===== config.mk =====
export PLATFORM = sky130hd
export DESIGN_NAME = minimal_standard_lcg_vector_source_core
export DESIGN_NICKNAME = d
export VERILOG_FILES = /design/src/rtl/mslvs_pkg.sv /design/src/rtl/minimal_standard_lcg_vector_source_core.sv
export SDC_FILE = /design/constraint.sdc
export NUM_CORES = 2
export LEC_CHECK = 0
export BUFFER_PORTS_ARGS = -buffer_cell sky130_fd_sc_hd__buf_2
export CAP_MARGIN = 25
export CORE_ASPECT_RATIO = 0.8
export CORE_MARGIN = 2
export CORE_UTILIZATION = 55
export DETAILED_ROUTE_END_ITERATION = 12
export PLACE_DENSITY_LB_ADDON = 0.15
export SLEW_MARGIN = 20
export SYNTH_ARGS = -nofsm -noshare
export SYNTH_HDL_FRONTEND = slang
export SYNTH_SLANG_ARGS = --single-unit

===== constraint.sdc =====
create_clock -name clk -period 9.4 [get_ports clk]
set_input_delay 2.35 -clock clk [delete_from_list [all_inputs] [get_ports clk]]
set_output_delay 2.35 -clock clk [all_outputs]
set_load 0.005 [all_outputs]

===== src/rtl/mslvs_pkg.sv =====
// package for the minimal standard lcg vector source
// holds generator constants, field widths, command and register codes
// no dependencies
`default_nettype none

package mslvs_pkg;

	localparam int unsigned SEED_W  = 31;
	localparam int unsigned DIMS_W  = 7;
	localparam int unsigned POS_W   = 6;
	localparam int unsigned PATH_W  = 16;
	localparam int unsigned CMD_W   = 2;
	localparam int unsigned PROD_W  = 2 * SEED_W;
	localparam int unsigned EXP_W   = PATH_W + DIMS_W;
	localparam int unsigned IN_W    = 16;
	localparam int unsigned OUT_W   = 40;
	localparam int unsigned CFG_W   = SEED_W;
	localparam int unsigned CIDX_W  = 1;

	localparam int unsigned MAX_DIMENSIONS_DEF = 64;

	localparam logic [SEED_W-1:0] LCG_MULT = 31'd16807;
	localparam logic [SEED_W-1:0] LCG_MOD  = 31'h7fff_ffff;

	localparam logic [CMD_W-1:0] CMD_DRAW  = 2'd0;
	localparam logic [CMD_W-1:0] CMD_SKIP  = 2'd1;
	localparam logic [CMD_W-1:0] CMD_RESET = 2'd2;

	localparam logic [CIDX_W-1:0] REG_INIT_SEED  = 1'b0;
	localparam logic [CIDX_W-1:0] REG_DIMENSIONS = 1'b1;

	// mersenne fold of a product of two values below the modulus
	function automatic logic [SEED_W-1:0] mod_reduce(input logic [PROD_W-1:0] p);
		logic [SEED_W:0] s1;
		logic [SEED_W:0] s2;
		logic [SEED_W:0] r;
		s1 = {1'b0, p[SEED_W-1:0]} + {1'b0, p[PROD_W-1:SEED_W]};
		s2 = {1'b0, s1[SEED_W-1:0]} + {{SEED_W{1'b0}}, s1[SEED_W]};
		r  = (s2 >= {1'b0, LCG_MOD}) ? (s2 - {1'b0, LCG_MOD}) : s2;
		return r[SEED_W-1:0];
	endfunction

endpackage

`default_nettype wire


===== src/rtl/minimal_standard_lcg_vector_source_core.sv =====
// top level of the minimal standard lcg vector source
// one shared 31x31 modular multiplier under a small sequencer
// depends on mslvs_pkg
//
// channel  dir  handshake          payload
// s_       in   s_tvalid/s_tready  tuser: command, tdata: path_count
// m_       out  m_tvalid/m_tready  tdata: variate, position; tlast: last
// cfg_     in   cfg_wen            cfg_index, cfg_data
//
// draw: after the accept in idle, each variate takes a multiply state, then a fold state
// skip: accept, then the length multiply and exponent load states, then per exponent bit a check,
//   a seed multiply and fold if the bit is set, a square and fold, and one final check; exponent up to 22 bits
// reset command: reloads the seed without leaving idle; s_tready is high only while the sequencer is idle
// a full output register stalls the fold step until m_tready
// arst_n clears the seed and both registers to one
`default_nettype none

module minimal_standard_lcg_vector_source_core #(
	parameter int unsigned MAX_DIMENSIONS = mslvs_pkg::MAX_DIMENSIONS_DEF
) (
	input  wire                              clk,
	input  wire                              arst_n,
	input  wire                              s_tvalid,
	output logic                             s_tready,
	input  wire  [mslvs_pkg::IN_W-1:0]       s_tdata,  // [15:0] path_count
	input  wire  [mslvs_pkg::CMD_W-1:0]      s_tuser,  // [1:0] command
	output logic                             m_tvalid,
	input  wire                              m_tready,
	output logic [mslvs_pkg::OUT_W-1:0]      m_tdata,  // [30:0] variate, [36:31] position
	output logic                             m_tlast,
	input  wire                              cfg_wen,
	input  wire  [mslvs_pkg::CIDX_W-1:0]     cfg_index,
	input  wire  [mslvs_pkg::CFG_W-1:0]      cfg_data
);

	localparam int unsigned SW = mslvs_pkg::SEED_W;
	localparam int unsigned DW = mslvs_pkg::DIMS_W;
	localparam int unsigned PW = mslvs_pkg::POS_W;
	localparam int unsigned EW = mslvs_pkg::EXP_W;
	localparam logic [DW-1:0] DIM_MAX = DW'(MAX_DIMENSIONS);

	typedef enum logic [3:0] {
		S_IDLE,
		S_DRAW_MUL,
		S_DRAW_RED,
		S_SKIP_LEN,
		S_SKIP_EXP,
		S_SKIP_CHK,
		S_SEED_MUL,
		S_SEED_RED,
		S_SQ_MUL,
		S_SQ_RED
	} state_t;

	state_t                      state_q;
	logic [SW-1:0]               seed_q;
	logic [SW-1:0]               init_seed_q;
	logic [DW-1:0]               dims_q;
	logic [mslvs_pkg::PATH_W-1:0] paths_q;
	logic [SW-1:0]               base_q;
	logic [EW-1:0]               exp_q;
	logic [PW-1:0]               pos_q;
	logic [mslvs_pkg::PROD_W-1:0] prod_q;
	logic                        out_valid_q;
	logic [SW-1:0]               out_variate_q;
	logic [PW-1:0]               out_pos_q;
	logic                        out_last_q;

	logic [SW-1:0] op_a;
	logic [SW-1:0] op_b;
	logic [SW-1:0] red;
	logic [DW-1:0] dims_eff;
	logic [SW-1:0] load_val;
	logic          out_free;
	logic          out_load;
	logic          pos_last;

	assign dims_eff = (dims_q > DIM_MAX) ? DIM_MAX : dims_q;
	assign red      = mslvs_pkg::mod_reduce(prod_q);
	assign out_free = !out_valid_q || m_tready;
	assign out_load = (state_q == S_DRAW_RED) && out_free;
	assign pos_last = (({1'b0, pos_q} + DW'(1)) == dims_eff);
	assign load_val = (init_seed_q == mslvs_pkg::LCG_MOD || init_seed_q == '0)
		? SW'(1) : init_seed_q;

	assign s_tready = (state_q == S_IDLE);
	assign m_tvalid = out_valid_q;
	assign m_tdata  = {{(mslvs_pkg::OUT_W - SW - PW){1'b0}}, out_pos_q, out_variate_q};
	assign m_tlast  = out_last_q;

	// operand select for the shared multiplier
	always_comb begin
		unique case (state_q)
			S_DRAW_MUL, S_DRAW_RED: begin
				op_a = seed_q;
				op_b = mslvs_pkg::LCG_MULT;
			end
			S_SKIP_LEN: begin
				op_a = SW'(paths_q);
				op_b = SW'(dims_eff);
			end
			S_SEED_MUL: begin
				op_a = seed_q;
				op_b = base_q;
			end
			S_SQ_MUL: begin
				op_a = base_q;
				op_b = base_q;
			end
			default: begin
				op_a = '0;
				op_b = '0;
			end
		endcase
	end

	always_ff @(posedge clk) begin
		prod_q <= mslvs_pkg::PROD_W'(op_a) * mslvs_pkg::PROD_W'(op_b);
	end

	always_ff @(posedge clk or negedge arst_n) begin
		if (!arst_n) begin
			state_q     <= S_IDLE;
			seed_q      <= SW'(1);
			init_seed_q <= SW'(1);
			dims_q      <= DW'(1);
			out_valid_q <= 1'b0;
			pos_q       <= '0;
		end else begin
			if (cfg_wen) begin
				unique case (cfg_index)
					mslvs_pkg::REG_INIT_SEED:  init_seed_q <= cfg_data;
					mslvs_pkg::REG_DIMENSIONS: dims_q <= cfg_data[DW-1:0];
				endcase
			end

			if (out_load) begin
				out_valid_q <= 1'b1;
			end else if (out_valid_q && m_tready) begin
				out_valid_q <= 1'b0;
			end

			unique case (state_q)
				S_IDLE: begin
					if (s_tvalid) begin
						paths_q <= s_tdata[mslvs_pkg::PATH_W-1:0];
						pos_q   <= '0;
						priority case (s_tuser)
							mslvs_pkg::CMD_DRAW: begin
								if (dims_eff != '0) begin
									state_q <= S_DRAW_MUL;
								end
							end
							mslvs_pkg::CMD_SKIP: begin
								state_q <= S_SKIP_LEN;
							end
							mslvs_pkg::CMD_RESET: begin
								seed_q <= load_val;
							end
							default: begin
							end
						endcase
					end
				end
				S_DRAW_MUL: begin
					state_q <= S_DRAW_RED;
				end
				S_DRAW_RED: begin
					if (out_free) begin
						seed_q        <= red;
						out_variate_q <= red;
						out_pos_q     <= pos_q;
						out_last_q    <= pos_last;
						pos_q         <= pos_q + PW'(1);
						state_q       <= pos_last ? S_IDLE : S_DRAW_MUL;
					end
				end
				S_SKIP_LEN: begin
					state_q <= S_SKIP_EXP;
				end
				S_SKIP_EXP: begin
					exp_q   <= prod_q[EW-1:0];
					base_q  <= mslvs_pkg::LCG_MULT;
					state_q <= S_SKIP_CHK;
				end
				S_SKIP_CHK: begin
					priority if (exp_q == '0) begin
						state_q <= S_IDLE;
					end else if (exp_q[0]) begin
						state_q <= S_SEED_MUL;
					end else begin
						state_q <= S_SQ_MUL;
					end
				end
				S_SEED_MUL: begin
					state_q <= S_SEED_RED;
				end
				S_SEED_RED: begin
					seed_q  <= red;
					state_q <= S_SQ_MUL;
				end
				S_SQ_MUL: begin
					state_q <= S_SQ_RED;
				end
				S_SQ_RED: begin
					base_q  <= red;
					exp_q   <= exp_q >> 1;
					state_q <= S_SKIP_CHK;
				end
				default: begin
					state_q <= S_IDLE;
				end
			endcase
		end
	end

endmodule

`default_nettype wire


# Word level (Yosys, flattened, before mapping)
# Cells that the tools add are included.
# op_classes
addsub,5
bitwise_logic,1
n_eq_ne,18
n_reduce_logical,26
multipliers,1
order_cmp,2
n_mux,24
# op_table
op,count
case mux 31 bit (3 select lines),3
two-way mux 31 bit,5
multiplier 31 x 31 -> 62 bit,1
case mux 31 bit (2 select lines),1
case mux 23 bit (2 select lines),1
case mux 4 bit (9 select lines),1
adder 31 x 1 -> 32 bit,1
adder 31 x 31 -> 32 bit,1
"greater-or-equal comparator 32 x 31 -> 1 bit, second input constant",1
"equality test 31 bit, second input constant",1
zero test 31 bit,1
"subtractor 31 bit, second input constant",1
zero test 23 bit,1
two-way mux 4 bit,5
"equality test 4 x 3 -> 1 bit, second input constant",4
two-way mux 6 bit,2
case mux 6 bit (2 select lines),1
AND reduction 3 bit,3
"equality test 4 x 2 -> 1 bit, second input constant",2
"equality test 4 bit, second input constant",2
case mux 4 bit (2 select lines),1
AND reduction 4 bit,2
"adder 6 x 1 -> 7 bit, second input constant",1
equality test 7 bit,1
other kinds (23),34
# word_totals
register_bits,250
out_inout_bits,43

# Longest topological paths before layout
# depth
ltp_word,7
ltp_mapped,40
ltp_nobuf,37

# Least setup slack after synthesis
# OpenSTA, ideal clock, no wires.
# synth_path
kind,register to register
from,reg state_q[0]
to,reg prod_q[61] (netlist bit)
synth_period_minus_slack_ps,9221
path_buffers,5
arrival_ps,9101
setup_ps,121
path_slack_ps,179
t_required_ps,9279
path_stages_with_launch,34
cell_sequence,dfrtp_1 -> clkbuf_1 -> nand2_1 -> nor3_1 -> clkbuf_1 -> a22oi_1 -> and2_1 -> clkbuf_1 -> clkbuf_1 -> nor2_1 -> fa_1 -> fa_1 -> fa_1 -> inv_1 -> fa_1 -> inv_1 -> fa_1 -> fa_1 -> fa_1 -> fa_1 -> ha_1 -> clkbuf_1 -> a211oi_1 -> a32oi_1 -> nand2_1 -> or4_1 -> o21ai_0 -> a31o_2 -> nand2_1 -> nor3_1 -> o21ai_0 -> o2111ai_1 -> a21oi_1 -> xnor2_1
# synth_via
elab_chain_cells,4
elab_cells_between_ends,11
cone_classes,1 x mul; 5 x eq/ne; 2 x mux; 3 x reduce/logical
# synth_rtl
item,line_no,rtl
"start, declared",minimal_standard_lcg_vector_source_core.sv:55,state_t state_q;
"start signal, assigned",minimal_standard_lcg_vector_source_core.sv:175,state_q <= pos_last ? S_IDLE : S_DRAW_MUL;
equality test 4 x 2 -> 1 bit (tied with other cells),minimal_standard_lcg_vector_source_core.sv:93,unique case (state_q)
OR reduction 3 bit (no source line) or OR reduction 2 bit (tied branches),n/a,
case mux 31 bit (3 select lines),minimal_standard_lcg_vector_source_core.sv:93,
multiplier 31 x 31 -> 62 bit *,minimal_standard_lcg_vector_source_core.sv:118,prod_q <= mslvs_pkg::PROD_W'(op_a) * mslvs_pkg::PROD_W'(op_b);
"end signal, assigned",minimal_standard_lcg_vector_source_core.sv:118,
"end, declared",minimal_standard_lcg_vector_source_core.sv:63,logic [mslvs_pkg::PROD_W-1:0] prod_q;
# Mark *: on every way between the ends. The rest lies on a longest branch, timed or not.
# A chain may end at the register's enable or synchronous reset.

# Worst setup path after layout
# layout_path
from,reg state_q[0]
to,reg prod_q[48] (netlist bit)
# Same word-level chain as after synthesis.

==> results.md <==
- Multi-input gate area: between 30,000 and 40,000 um^2
- Worst-path clk slew: 0.07 ns
- Fin crit share: between 90% and 100%
- Async set-or-reset flop fraction in the synthesized netlist: 32.0%
- Grt ovf: 0
- Most common cell after layout, fill and taps aside: fa_1
- Layout cell share with drive strength beyond 1: 9.17%
- Syn Inst Count: between 4,000 and 5,000
- Status: finished, final reports clean
- Largest stage delay, worst path: roughly 0.67 ns
- DRT Wirelength: 146 mm
- Root buf cell: clkbuf_16
- Worst skew pair latency: between 0.5 and 0.6 ns
- Sequential fraction of the synthesis area: between 15 and 20%
- CTS tree: yes
- Drc violations: 0
- Synth-to-Final Area Change: 7.61%
- Final Cell Area: 46,300 um^2
- First-pass GRT wire length: between 200 and 250 mm
- Initial core utilization: 55.6%
- Number of placement rows: 91
- Die width: 317 um
- Actual slew at the worst max-slew pin: 1.11 ns
- Storage cell area: 6490 um^2
- Number of global-route vias before repair: 34,100
- Die height: 254 um
- PortBufs: 94
- Initial antenna violation count: 2
- Diodes inserted: 0
- Final ANT Viol Nets: 0
- Crit path time final: 9.10 ns
- Fill cells: approximately 7,000
- Vias/cell: 5.92
- CTS H-tree depth: 1
- Layout Nets: 6,021
- All-Layer GR Usage: 37.2%
- Number of CTS-inserted buffers: 22
- WP data required: between 9 and 10 ns
- CP max stage cell: fa_1
- Hold_buf cts: 0
- I/O pins: 98
- Pre-antenna DRT Iters: 8
- EDFF count, synth: 108
- Gpl congestion: ~1.1
- Setup CP Type: flop to flop
- Commonest non-fill, non-tap cells in the layout: fa_1, inv_1, nand2_1, nor2_1, ha_1
- Clock Tree Buf Depth: 3
- CP endpoint kind: flop
- Synth Area per Inst: 9.01 um^2
- Core ar.: 77,300 um^2
- DRT iter0 DRCs: between 4,000 and 5,000
- Die area: between 80,000 and 90,000 um^2
- Detailed placer's ending HPWL: 125 mm
- Worst Path Arrival: 9.53 ns
- Setup violators final: 0
- Clk sinks: 250
- Distinct cells, synth: 95
- HP Class: flop to flop
- Worst setup SP type: flop
- Slew headroom: ~25%
- Synthesis-stage register bit count: between 200 and 300
- DP Area: 45,400 um^2
- DR WL/cell: around 25 um
- Largest net degree at the start of global routing: 55
- CP dominant cell by count: fa_1
- Max Cap Viol: 0
- Final Skew: 0.0185 ns
- Vias: 34,800
- Fmax: 0.110 GHz
- Mapped Area: 43,000 um^2
- Slew Viols, Final: 0
- Top FF cell, synth: edfxtp_1
- Yosys warns: 0
- Final Hold Vio Count: 0
- Worst-path fanout max: 46
[flip-flops by register name, summed over array words and instances, names as in the netlist]
name and flops:
paths_q 16, state_q 4, dims_q 7, pos_q 6, exp_q 23, prod_q 62
seed_q 31, m_tvalid 1, out_variate_q 31, out_pos_q 6, base_q 31, m_tlast 1
init_seed_q 31
[timing repair]
item,CTS,global route
endpoints found under the setup margin,0,13
gates resized for setup,0,43
buffers inserted,0,3
[metrics by stage]
stage	util [%]	hold WS, ns	TNS, ns	instances	setup WS, ns
global route	59.9	0.536	-0.00501	5877	-0.00501
CTS	59.7	0.501	0	5873	0.0809
global placement	58.8	0.489	0	5833	0.103
finish	59.9	0.503	0	5877	0.299
detailed placement	58.8	0.482	0	5833	0.155
floorplan	-	0.454	0	4778	0.179
[routing by layer]
layer  track usage, %  wire (um)  up-vias
met5                0         32        -
met4             6.81       3460        4
met3             15.2      22400      215
met2             50.2      58200     2039
met1             56.4      62100    17600
li1                 -          -    15000
[worst max-delay path, delay by kind of cell, from the launching register on]
family	cells	cell delay, ns
compound gates	13	2.80
flops	1	0.39
simple gates	3	0.32
xor+xnor	1	0.28
fa+ha+maj	9	4.50
buf+inv	4	0.46
mux	1	0.22
[cell families after synthesis]
| kind of cell | after synthesis | share of synthesized area (%) |
|---|---|---|
| AND/OR/NAND/NOR | 1663 | 16.5 |
| flip-flops | 250 | 15.1 |
| buffers and inverters | 1078 | 9.62 |
| multiplexers | 43 | 1.11 |
| adder cells (fa/ha/maj) | 1128 | 47.4 |
| XOR/XNOR | 116 | 2.38 |
| other | 1 | 0.00872 |
| AO/OA/AOI/OAI | 497 | 7.87 |
[synth_stat cells, drive strengths merged, types with 7 or more instances]
| cell type | instances | share of area, % |
|---|---|---|
| a211oi | 21 | 0.41 |
| a21o | 49 | 0.86 |
| a21oi | 142 | 1.7 |
| a221o | 7 | 0.16 |
| a22o | 19 | 0.39 |
| a22oi | 35 | 0.61 |
| a31oi | 8 | 0.12 |
| and2 | 57 | 0.83 |
| and3 | 36 | 0.54 |
| buf | 44 | 0.59 |
| clkbuf | 212 | 1.9 |
| dfrtp | 77 | 4.5 |
| dfxtp | 62 | 2.9 |
| edfxtp | 108 | 7.5 |
| fa | 838 | 39 |
| ha | 290 | 8.4 |
| inv | 822 | 7.2 |
| mux2 | 38 | 0.99 |
| nand2 | 757 | 6.6 |
| nand2b | 21 | 0.31 |
| nand3 | 46 | 0.54 |
| nand4 | 26 | 0.39 |
| nor2 | 569 | 5.0 |
| nor2b | 10 | 0.15 |
| nor3 | 42 | 0.49 |
| nor4 | 30 | 0.49 |
| o211ai | 17 | 0.31 |
| o21a | 12 | 0.21 |
| o21ai | 86 | 1.0 |
| o21bai | 19 | 0.33 |
| o31ai | 20 | 0.37 |
| or2 | 8 | 0.12 |
| or3 | 25 | 0.36 |
| xnor2 | 80 | 1.6 |
| xor2 | 36 | 0.75 |
[cell type report]
class / count / area share (%)
clock buffers: 28 / 1.32
inverters: 822 / 6.67
flip-flops and latches: 250 / 14.0
well taps: 1023 / 2.77
repair buffers: 292 / 4.71
multi-input cells: 3450 / 70.3
clock inverters: 12 / 0.214
[worst paths after layout]
kind	startpoint	endpoint	slack, ns	cells past startpoint
worst max-delay path	state_q[0]$_DFFE_PN0P_	prod_q[48]$_DFF_P_	0.30	31
max in group asynchronous	arst_n	seed_q[27]$_DFFE_PN0P_	6.63	2
worst min-delay path	seed_q[0]$_DFFE_PN1P_	seed_q[0]$_DFFE_PN1P_	0.50	2
min in group asynchronous	arst_n	init_seed_q[1]$_DFFE_PN0P_	1.74	1
worst max register to register	state_q[0]$_DFFE_PN0P_	prod_q[48]$_DFF_P_	0.30	31
worst min register to register	seed_q[0]$_DFFE_PN1P_	seed_q[0]$_DFFE_PN1P_	0.50	2
Power is left out: the tool's default activity adds up to more than one toggle a clock period on the data nets, which glitch-free logic cannot reach.
